**src/rtl/eama_pkg.sv**
```systemverilog
// ----------------------------------------------------------------------------
// eama_pkg
// Types, widths and the reciprocal table shared by the moving average blocks.
// ----------------------------------------------------------------------------
package eama_pkg;

	localparam int SAMPLE_W     = 16;
	localparam int MAX_HALF_W   = 7;
	localparam int HW_W         = 3;
	localparam int DEPTH        = 2 * MAX_HALF_W + 1;
	localparam int IDX_W        = $clog2(DEPTH + 1);
	localparam int SUM_W        = SAMPLE_W + IDX_W;
	localparam int MAG_W        = SUM_W - 1;
	localparam int RECIP_SHIFT  = MAG_W;
	localparam int RECIP_W      = RECIP_SHIFT + 1;
	localparam int QUO_W        = MAG_W + RECIP_W - RECIP_SHIFT;
	localparam int QUEUE_DEPTH  = 4;
	localparam int QPTR_W       = $clog2(QUEUE_DEPTH);

	localparam logic [HW_W-1:0]  HW_RESET  = HW_W'(1);
	localparam logic [IDX_W-1:0] COUNT_MAX = IDX_W'(15);

	typedef struct packed {
		logic signed [SAMPLE_W-1:0] sample;
		logic                       last_sample;
	} item_t;

	typedef struct packed {
		logic signed [SAMPLE_W-1:0] smoothed;
		logic                       last_output;
	} result_t;

	typedef struct packed {
		logic             neg;
		logic [MAG_W-1:0] mag;
		logic [IDX_W-1:0] cnt;
		logic             last;
	} cmd_t;

	typedef struct packed {
		logic full;
		logic empty;
	} q_stat_t;

	// floor(2^RECIP_SHIFT / d), quotient estimate is exact or one low
	function automatic logic [RECIP_W-1:0] recip(input logic [IDX_W-1:0] d);
		logic [RECIP_W-1:0] r;
		case (d)
			IDX_W'(1):  r = RECIP_W'(524288);
			IDX_W'(2):  r = RECIP_W'(262144);
			IDX_W'(3):  r = RECIP_W'(174762);
			IDX_W'(4):  r = RECIP_W'(131072);
			IDX_W'(5):  r = RECIP_W'(104857);
			IDX_W'(6):  r = RECIP_W'(87381);
			IDX_W'(7):  r = RECIP_W'(74898);
			IDX_W'(8):  r = RECIP_W'(65536);
			IDX_W'(9):  r = RECIP_W'(58254);
			IDX_W'(10): r = RECIP_W'(52428);
			IDX_W'(11): r = RECIP_W'(47662);
			IDX_W'(12): r = RECIP_W'(43690);
			IDX_W'(13): r = RECIP_W'(40329);
			IDX_W'(14): r = RECIP_W'(37449);
			IDX_W'(15): r = RECIP_W'(34952);
			default:    r = '0;
		endcase
		return r;
	endfunction

endpackage

```
**src/rtl/eama_front.sv**
```systemverilog
// ----------------------------------------------------------------------------
// eama_front
// Takes samples, keeps prefix sums of the newest samples and issues one
// command per smoothed value due: window sum magnitude, sign, count, last.
// ----------------------------------------------------------------------------
module eama_front (
	input  logic                     clk,
	input  logic                     arst_n,
	input  logic                     item_valid,
	output logic                     item_stall,
	input  eama_pkg::item_t          item,
	input  logic                     cfg_valid,
	output logic                     cfg_ready,
	input  logic [eama_pkg::HW_W-1:0] cfg_data,
	input  eama_pkg::q_stat_t        q_stat,
	output logic                     push,
	output eama_pkg::cmd_t           cmd
);
	import eama_pkg::*;

	typedef enum logic {ST_IDLE, ST_EMIT} state_t;

	state_t                   state_q;
	logic [HW_W-1:0]          half_width_q;
	logic [HW_W-1:0]          w_q;
	logic [HW_W-1:0]          lead_q;
	logic [IDX_W-1:0]         seen_q;
	logic                     last_q;
	logic signed [SUM_W-1:0]  psum_q [DEPTH];

	logic                     accept;
	logic                     live;
	logic                     step;
	logic                     final_lead;
	logic [IDX_W-1:0]         reach;
	logic [IDX_W-1:0]         top;
	logic signed [SUM_W-1:0]  wsum;
	logic [SUM_W-1:0]         wabs;
	logic signed [SUM_W-1:0]  x_ext;

	assign cfg_ready  = 1'b1;
	assign item_stall = (state_q != ST_IDLE);
	assign accept     = item_valid && !item_stall;
	assign x_ext      = SUM_W'(item.sample);

	// window top, bounded by the samples of this block
	assign reach = IDX_W'(lead_q) + IDX_W'(w_q);
	assign top   = (reach > seen_q - IDX_W'(1)) ? seen_q - IDX_W'(1) : reach;
	assign wsum  = psum_q[top];
	assign wabs  = wsum[SUM_W-1] ? SUM_W'(-wsum) : SUM_W'(wsum);

	assign live       = (state_q == ST_EMIT) && (IDX_W'(lead_q) < seen_q);
	assign push       = live && !q_stat.full;
	assign step       = (state_q == ST_EMIT) && (!live || !q_stat.full);
	assign final_lead = last_q ? (lead_q == '0) : (lead_q == w_q);

	assign cmd.neg  = wsum[SUM_W-1];
	assign cmd.mag  = wabs[MAG_W-1:0];
	assign cmd.cnt  = top + IDX_W'(1);
	assign cmd.last = last_q && (lead_q == '0);

	always_ff @(posedge clk) begin
		if (accept) begin
			for (int k = 0; k < DEPTH; k++) begin
				if (k == 0) begin
					psum_q[k] <= x_ext;
				end else begin
					psum_q[k] <= x_ext + psum_q[k-1];
				end
			end
		end
	end

	always_ff @(posedge clk or negedge arst_n) begin
		if (!arst_n) begin
			state_q      <= ST_IDLE;
			half_width_q <= HW_RESET;
			w_q          <= '0;
			lead_q       <= '0;
			seen_q       <= '0;
			last_q       <= 1'b0;
		end else begin
			if (cfg_valid && cfg_ready) begin
				half_width_q <= cfg_data;
			end
			case (state_q)
				ST_IDLE: begin
					if (accept) begin
						if (seen_q != COUNT_MAX) begin
							seen_q <= seen_q + IDX_W'(1);
						end
						last_q  <= item.last_sample;
						w_q     <= half_width_q;
						lead_q  <= half_width_q;
						state_q <= ST_EMIT;
					end
				end
				ST_EMIT: begin
					if (step) begin
						if (final_lead) begin
							state_q <= ST_IDLE;
							if (last_q) begin
								seen_q <= '0;
							end
						end else begin
							lead_q <= lead_q - HW_W'(1);
						end
					end
				end
				default: begin
					state_q <= ST_IDLE;
				end
			endcase
		end
	end

endmodule

```
**src/rtl/eama_queue.sv**
```systemverilog
// ----------------------------------------------------------------------------
// eama_queue
// Short command queue between the front and the divide pipeline.
// ----------------------------------------------------------------------------
module eama_queue (
	input  logic              clk,
	input  logic              arst_n,
	input  logic              push,
	input  eama_pkg::cmd_t    wr_cmd,
	input  logic              pop,
	output eama_pkg::cmd_t    head,
	output eama_pkg::q_stat_t q_stat
);
	import eama_pkg::*;

	cmd_t              mem [QUEUE_DEPTH];
	logic [QPTR_W-1:0] wr_ptr_q;
	logic [QPTR_W-1:0] rd_ptr_q;
	logic [QPTR_W:0]   count_q;

	assign head         = mem[rd_ptr_q];
	assign q_stat.full  = (count_q == (QPTR_W+1)'(QUEUE_DEPTH));
	assign q_stat.empty = (count_q == '0);

	always_ff @(posedge clk) begin
		if (push) begin
			mem[wr_ptr_q] <= wr_cmd;
		end
	end

	always_ff @(posedge clk or negedge arst_n) begin
		if (!arst_n) begin
			wr_ptr_q <= '0;
			rd_ptr_q <= '0;
			count_q  <= '0;
		end else begin
			if (push) begin
				wr_ptr_q <= wr_ptr_q + QPTR_W'(1);
			end
			if (pop) begin
				rd_ptr_q <= rd_ptr_q + QPTR_W'(1);
			end
			case ({push, pop})
				2'b10:   count_q <= count_q + (QPTR_W+1)'(1);
				2'b01:   count_q <= count_q - (QPTR_W+1)'(1);
				default: count_q <= count_q;
			endcase
		end
	end

endmodule

```
**src/rtl/eama_back.sv**
```systemverilog
// ----------------------------------------------------------------------------
// eama_back
// Divides each window sum by its count: reciprocal multiply, remainder
// check and one-step correction, sign restore, output register.
// ----------------------------------------------------------------------------
module eama_back (
	input  logic              clk,
	input  logic              arst_n,
	input  eama_pkg::cmd_t    head,
	input  eama_pkg::q_stat_t q_stat,
	output logic              pop,
	output logic              result_valid,
	input  logic              result_stall,
	output eama_pkg::result_t result
);
	import eama_pkg::*;

	localparam int PROD_W = MAG_W + RECIP_W;
	localparam int QD_W   = QUO_W + IDX_W;

	logic              en;
	logic [PROD_W-1:0] prod;
	logic [QD_W-1:0]   qd;
	logic [QD_W-1:0]   rem;
	logic [QUO_W-1:0]  quo;
	logic [QUO_W-1:0]  sres;

	logic              v_s1;
	logic [QUO_W-1:0]  qa_s1;
	logic [MAG_W-1:0]  mag_s1;
	logic [IDX_W-1:0]  cnt_s1;
	logic              neg_s1;
	logic              last_s1;

	logic              v_s2;
	logic [QUO_W-1:0]  qa_s2;
	logic              corr_s2;
	logic              neg_s2;
	logic              last_s2;

	logic              out_v_q;
	result_t           result_q;

	assign en  = !out_v_q || !result_stall;
	assign pop = en && !q_stat.empty;

	assign prod = {{RECIP_W{1'b0}}, head.mag} * {{MAG_W{1'b0}}, recip(head.cnt)};
	assign qd   = {{IDX_W{1'b0}}, qa_s1} * {{QUO_W{1'b0}}, cnt_s1};
	assign rem  = {{(QD_W-MAG_W){1'b0}}, mag_s1} - qd;
	assign quo  = qa_s2 + QUO_W'(corr_s2);
	assign sres = neg_s2 ? -quo : quo;

	assign result_valid = out_v_q;
	assign result       = result_q;

	always_ff @(posedge clk) begin
		if (en) begin
			qa_s1    <= prod[PROD_W-1:RECIP_SHIFT];
			mag_s1   <= head.mag;
			cnt_s1   <= head.cnt;
			neg_s1   <= head.neg;
			last_s1  <= head.last;
			qa_s2    <= qa_s1;
			corr_s2  <= (rem >= {{QUO_W{1'b0}}, cnt_s1});
			neg_s2   <= neg_s1;
			last_s2  <= last_s1;
			result_q.smoothed    <= sres[SAMPLE_W-1:0];
			result_q.last_output <= last_s2;
		end
	end

	always_ff @(posedge clk or negedge arst_n) begin
		if (!arst_n) begin
			v_s1    <= 1'b0;
			v_s2    <= 1'b0;
			out_v_q <= 1'b0;
		end else if (en) begin
			v_s1    <= pop;
			v_s2    <= v_s1;
			out_v_q <= v_s2;
		end
	end

endmodule

```
**src/rtl/edge_aware_moving_average.sv**
```systemverilog
// ----------------------------------------------------------------------------
// edge_aware_moving_average
// Centered moving average over a block of samples, window truncated at
// both block edges, mean truncated toward zero.
// ----------------------------------------------------------------------------
//  port group     dir  handshake              payload
//  item           in   item_valid/item_stall  sample, last_sample
//  result         out  result_valid/stall     smoothed, last_output
//  cfg            in   cfg_valid/cfg_ready    half width, 3 bits
//
//  the front takes a sample in its idle state and issues its command in its
//  emit state; the final sample of a block walks half width + 1 positions
//  there, one a cycle while the queue is not full. a full queue holds the front.
//  the divide pipeline takes one command a cycle while result_stall does not
//  hold it; a popped command passes the s1 and s2 registers, then the output register.
//  reset clears counters and queue and sets half width to 1; no clearing pass.
// ----------------------------------------------------------------------------
module edge_aware_moving_average (
	input  logic                      clk,
	input  logic                      arst_n,
	input  logic                      item_valid,
	output logic                      item_stall,
	input  eama_pkg::item_t           item,
	output logic                      result_valid,
	input  logic                      result_stall,
	output eama_pkg::result_t         result,
	input  logic                      cfg_valid,
	output logic                      cfg_ready,
	input  logic [eama_pkg::HW_W-1:0] cfg_data
);
	import eama_pkg::*;

	cmd_t    push_cmd;
	cmd_t    head;
	q_stat_t q_stat;
	logic    push;
	logic    pop;

	eama_front u_front (
		.clk        (clk),
		.arst_n     (arst_n),
		.item_valid (item_valid),
		.item_stall (item_stall),
		.item       (item),
		.cfg_valid  (cfg_valid),
		.cfg_ready  (cfg_ready),
		.cfg_data   (cfg_data),
		.q_stat     (q_stat),
		.push       (push),
		.cmd        (push_cmd)
	);

	eama_queue u_queue (
		.clk    (clk),
		.arst_n (arst_n),
		.push   (push),
		.wr_cmd (push_cmd),
		.pop    (pop),
		.head   (head),
		.q_stat (q_stat)
	);

	eama_back u_back (
		.clk          (clk),
		.arst_n       (arst_n),
		.head         (head),
		.q_stat       (q_stat),
		.pop          (pop),
		.result_valid (result_valid),
		.result_stall (result_stall),
		.result       (result)
	);

endmodule

```
**config.mk**
```make
export PLATFORM = sky130hd
export DESIGN_NAME = edge_aware_moving_average
export DESIGN_NICKNAME = d
export VERILOG_FILES = /design/src/rtl/eama_pkg.sv /design/src/rtl/eama_front.sv /design/src/rtl/eama_queue.sv /design/src/rtl/eama_back.sv /design/src/rtl/edge_aware_moving_average.sv
export SDC_FILE = /design/constraint.sdc
export NUM_CORES = 2
export LEC_CHECK = 0
export ABC_CLOCK_PERIOD_IN_PS = 11800
export BUFFER_PORTS_ARGS = -buffer_cell sky130_fd_sc_hd__buf_2
export CORE_ASPECT_RATIO = 1.2
export CORE_MARGIN = 3
export CORE_UTILIZATION = 30
export DETAILED_ROUTE_END_ITERATION = 8
export SKIP_CTS_REPAIR_TIMING = 1
export SLEW_MARGIN = 30
export SYNTH_ARGS = -nofsm -noshare
export SYNTH_HDL_FRONTEND = slang
export SYNTH_SLANG_ARGS = --single-unit
```
**constraint.sdc**
```tcl
create_clock -name clk -period 11.8 [get_ports clk]
set_clock_uncertainty 0.15 [all_clocks]
set_input_delay 0.59 -clock clk [delete_from_list [all_inputs] [get_ports clk]]
set_output_delay 0.59 -clock clk [all_outputs]
set_load 0.1 [all_outputs]
```
==> summary.md <==
| Metric | Value |
|---|---|
| Status | `finished clean` |
| DR pass1 iterations | `5` |
| Crit start category | `flip-flop` |
| Clk buf depth | `3` |
| Worst-margin pin slew | `1020 ps` |
| Yosys cell types | `approximately 100` |
| Overflow after GRT | `0` |
| Place WS | `about 1700 ps` |
| Die area | `between 0.15 and 0.2 mm²` |
| Layout area overhead | `10.4%` |
| Relative slew slack | `0.322` |
| Post-route antenna net violation count | `0` |
| DRC viols | `0` |
| Die height | `440 µm` |
| Cell taking the most area after synthesis | `edfxtp_1` |
| Synth Instances | `between 4000 and 5000` |
| Number of warnings issued by yosys | `0` |
| Crit end category | `flip-flop` |
| Num CTS Buffers | `66` |
| Final min period | `slightly below 10000 ps` |
| R2R Setup Slk | `roughly 2100 ps` |
| Share of cells above drive strength 1 | `0.0639` |
| CTS tree | `done` |
| Vias in the first global route | `approximately 35000` |
| Initial core utilization | `0.303` |
| Detailed router's first-iteration violation count | `2599` |
| Routed vias | `around 35000` |
| Final Setup Violations | `0` |
| Arrival time worst endpoint | `9890 ps` |
| Maximum operating frequency | `slightly above 100 MHz` |
| R2R cell count | `28` |
| Critical path startpoint | `u_queue.rd_ptr_q[1]` |
| Min Hold Slack | `28.5 ps` |
| Post-synthesis register bit count | `~500` |
| Final critical-path share of the clock period | `0.819` |
| Mapped Area | `0.0470 mm²` |
| EDFF count, synth | `approximately 480` |
| Ant. Diodes | `0` |
| CP max stage delay | `between 700 and 800 ps` |
| Total Wirelength | `~140000 µm` |
| Worst Setup EP | `u_back.qa_s1[19]` |
| Fin util | `0.335` |
| Nets | `between 5000 and 6000` |
| GP Congestion | `~0.95` |
| Hpwl dp | `about 100000 µm` |
| Largest cells by area after synthesis | `edfxtp_1, fa_1, ha_1, nand2_1, inv_1` |
| Primary FF master, synth | `edfxtp_1` |
| Ports | `45` |
| Net count after synthesis | `~5600` |
| Die width | `367 µm` |
| H-Tree Depth | `3` |
| Crit path max-delay cell type | `o21ai_1` |
| HP Start | `cfg_data[0]` |
| Syn Area/Cell | `between 9 and 10 µm²` |
| Setup TNS | `0 ps` |
| GRT Total Usage | `0.165` |
| RSZ-0062 raised after global routing | `false` |
| Crit-path most repeated cell | `fa_1` |
| Max-slew violations | `0` |
| Worst reg2reg path endpoint | `u_back.qa_s1[19]` |
| Clk sink count | `roughly 500` |
| Critical Path RT | `12020 ps` |
| Initial antenna violation count | `1` |
| Yosys top cell area share | `0.305` |
| Vias per cell | `around 5.1` |
| First-pass GRT wire length | `approximately 210000 µm` |
| Worst hold path class | `primary input to flip-flop` |
| Number of port buffers | `between 40 and 50` |
| Clock tree root driver cell | `clkbuf_16` |
| Fin. Hold Viols | `0` |
| Number of cell rows | `roughly 160` |
| Clk_lat worst skew | `660 ps` |
| Core Footprint | `0.155 mm²` |
| PnR worst setup slack | `2130 ps` |
| Avg WL per Cell | `just under 20 µm` |
| Max_cap viols | `0` |
| WS Path Type | `flip-flop to flip-flop` |
| Crit Path Max Fanout | `21` |
| Synth async-reset ratio | `0.0498` |
| Worst-path clk slew | `~60 ps` |
| Register area share after synthesis | `0.318` |
| Reg2Reg Launch Point | `u_queue.rd_ptr_q[1]` |
| Largest net degree at the start of global routing | `between 100 and 150` |
==> stage by stage <==
stage / area, µm² / std cells
floorplan: 47000 / 4764
global placement: 49600 / 6809
detailed placement: 49600 / 6809
CTS: 51800 / 6927
global route: 51900 / 6932
finish: 51900 / 6932
==> per-layer routing <==
metal	track usage	vias up	share of wire	wire length, µm
met3	0.0236	312	0.049	6590
met2	0.292	1008	0.50	67400
met4	0.0822	2	0.054	7350
met5	0	-	0.00013	17
met1	0.195	17300	0.40	53700
li1	-	16600	-	-
==> cells by family (layout without fill, tap and decap cells) <==
group | count (synthesis) | count (layout) | synth area share
AO/OA/AOI/OAI | 784 | 784 | 0.111
XOR/XNOR | 287 | 287 | 0.0535
adder cells (fa/ha/maj) | 825 | 825 | 0.279
buffers and inverters | 674 | 762 | 0.0571
flip-flops | 502 | 502 | 0.318
multiplexers | 98 | 98 | 0.0265
other | 1 | 1 | 0.0000798
AND/OR/NAND/NOR | 1593 | 1593 | 0.154
==> worst max-delay path: cells and delay by family, from the launching register on <==
kind | cells | cell delay (ps)
xor gates and xnor gates | 1 | 80
buffers and inverters | 5 | 560
AOI/OAI and AO/OA | 8 | 2500
and+or+nand+nor | 6 | 1990
muxes | 1 | 360
adders and majority gates | 7 | 3250
DFF | 1 | 490
==> how the worst min path moves through the flow <==
stage,to,slack [ps],cells past startpoint
floorplan,u_back.result_valid,140,0
global placement,u_back.last_s2,270,0
detailed placement,u_back.last_s2,270,0
CTS,u_front.half_width_q[1],-230,1
global route,u_front.half_width_q[0],3,2
finish,u_front.half_width_q[0],30,2
==> flip-flops by register name (all words and copies together) (netlist names), 4 cells and up <==
name,cells
u_back.cnt_s1,4
u_back.mag_s1,19
u_back.qa_s1,20
u_back.qa_s2,16
u_back.result,17
u_front.psum_q,296
u_front.seen_q,4
u_queue.mem,100
==> synthesized netlist by cell type (all sizes together), types with 13 or more instances <==
cell,number
o21a,33
inv,545
or2,16
a31o,13
nand4,14
fa,371
and3,76
nor2,427
nand2,565
buf,57
mux2i,58
o31ai,16
dfrtp,24
a211oi,38
xor2,78
nand3,174
a311oi,22
mux4,17
or4,16
o2111ai,22
edfxtp,477
or3,25
a21boi,40
nor3,120
o41ai,15
a21o,64
a21oi,145
and2,51
o21ai,220
mux2,23
xnor2,209
ha,454
nor2b,45
clkbuf,71
nand2b,45
a31oi,43
==> area by class of cell <==
cell class,count,area [µm²]
fill,15800,103000
clock buffer,75,1740
inverter,546,2060
tap,2080,2600
clock inverter,43,448
multi-input combinational,3588,29400
timing repair buffer,98,668
sequential,502,15000
==> placed cells by master (no fill, tap or decap), types with 17 or more instances in the layout <==
| master | n |
|---|---|
| nor3_1 | 119 |
| a31oi_1 | 42 |
| mux4_2 | 17 |
| nor2b_1 | 44 |
| clkbuf_16 | 67 |
| edfxtp_1 | 477 |
| or3_1 | 24 |
| ha_1 | 454 |
| o21a_1 | 32 |
| o2111ai_1 | 22 |
| o21ai_1 | 21 |
| a211oi_1 | 37 |
| nand2_1 | 561 |
| mux2_2 | 21 |
| a21boi_0 | 37 |
| o21ai_0 | 194 |
| mux2i_1 | 55 |
| a21o_1 | 64 |
| dfrtp_1 | 22 |
| nand3_1 | 170 |
| a311oi_1 | 22 |
| fa_1 | 371 |
| and2_1 | 51 |
| a21oi_1 | 143 |
| and3_1 | 76 |
| nor2_1 | 426 |
| buf_2 | 43 |
| buf_4 | 50 |
| xor2_1 | 78 |
| inv_1 | 540 |
| xnor2_1 | 209 |
| nand2b_1 | 44 |
Power is left out: the tool's default activity adds up to more than one toggle a clock period on the data nets, which glitch-free logic cannot reach.
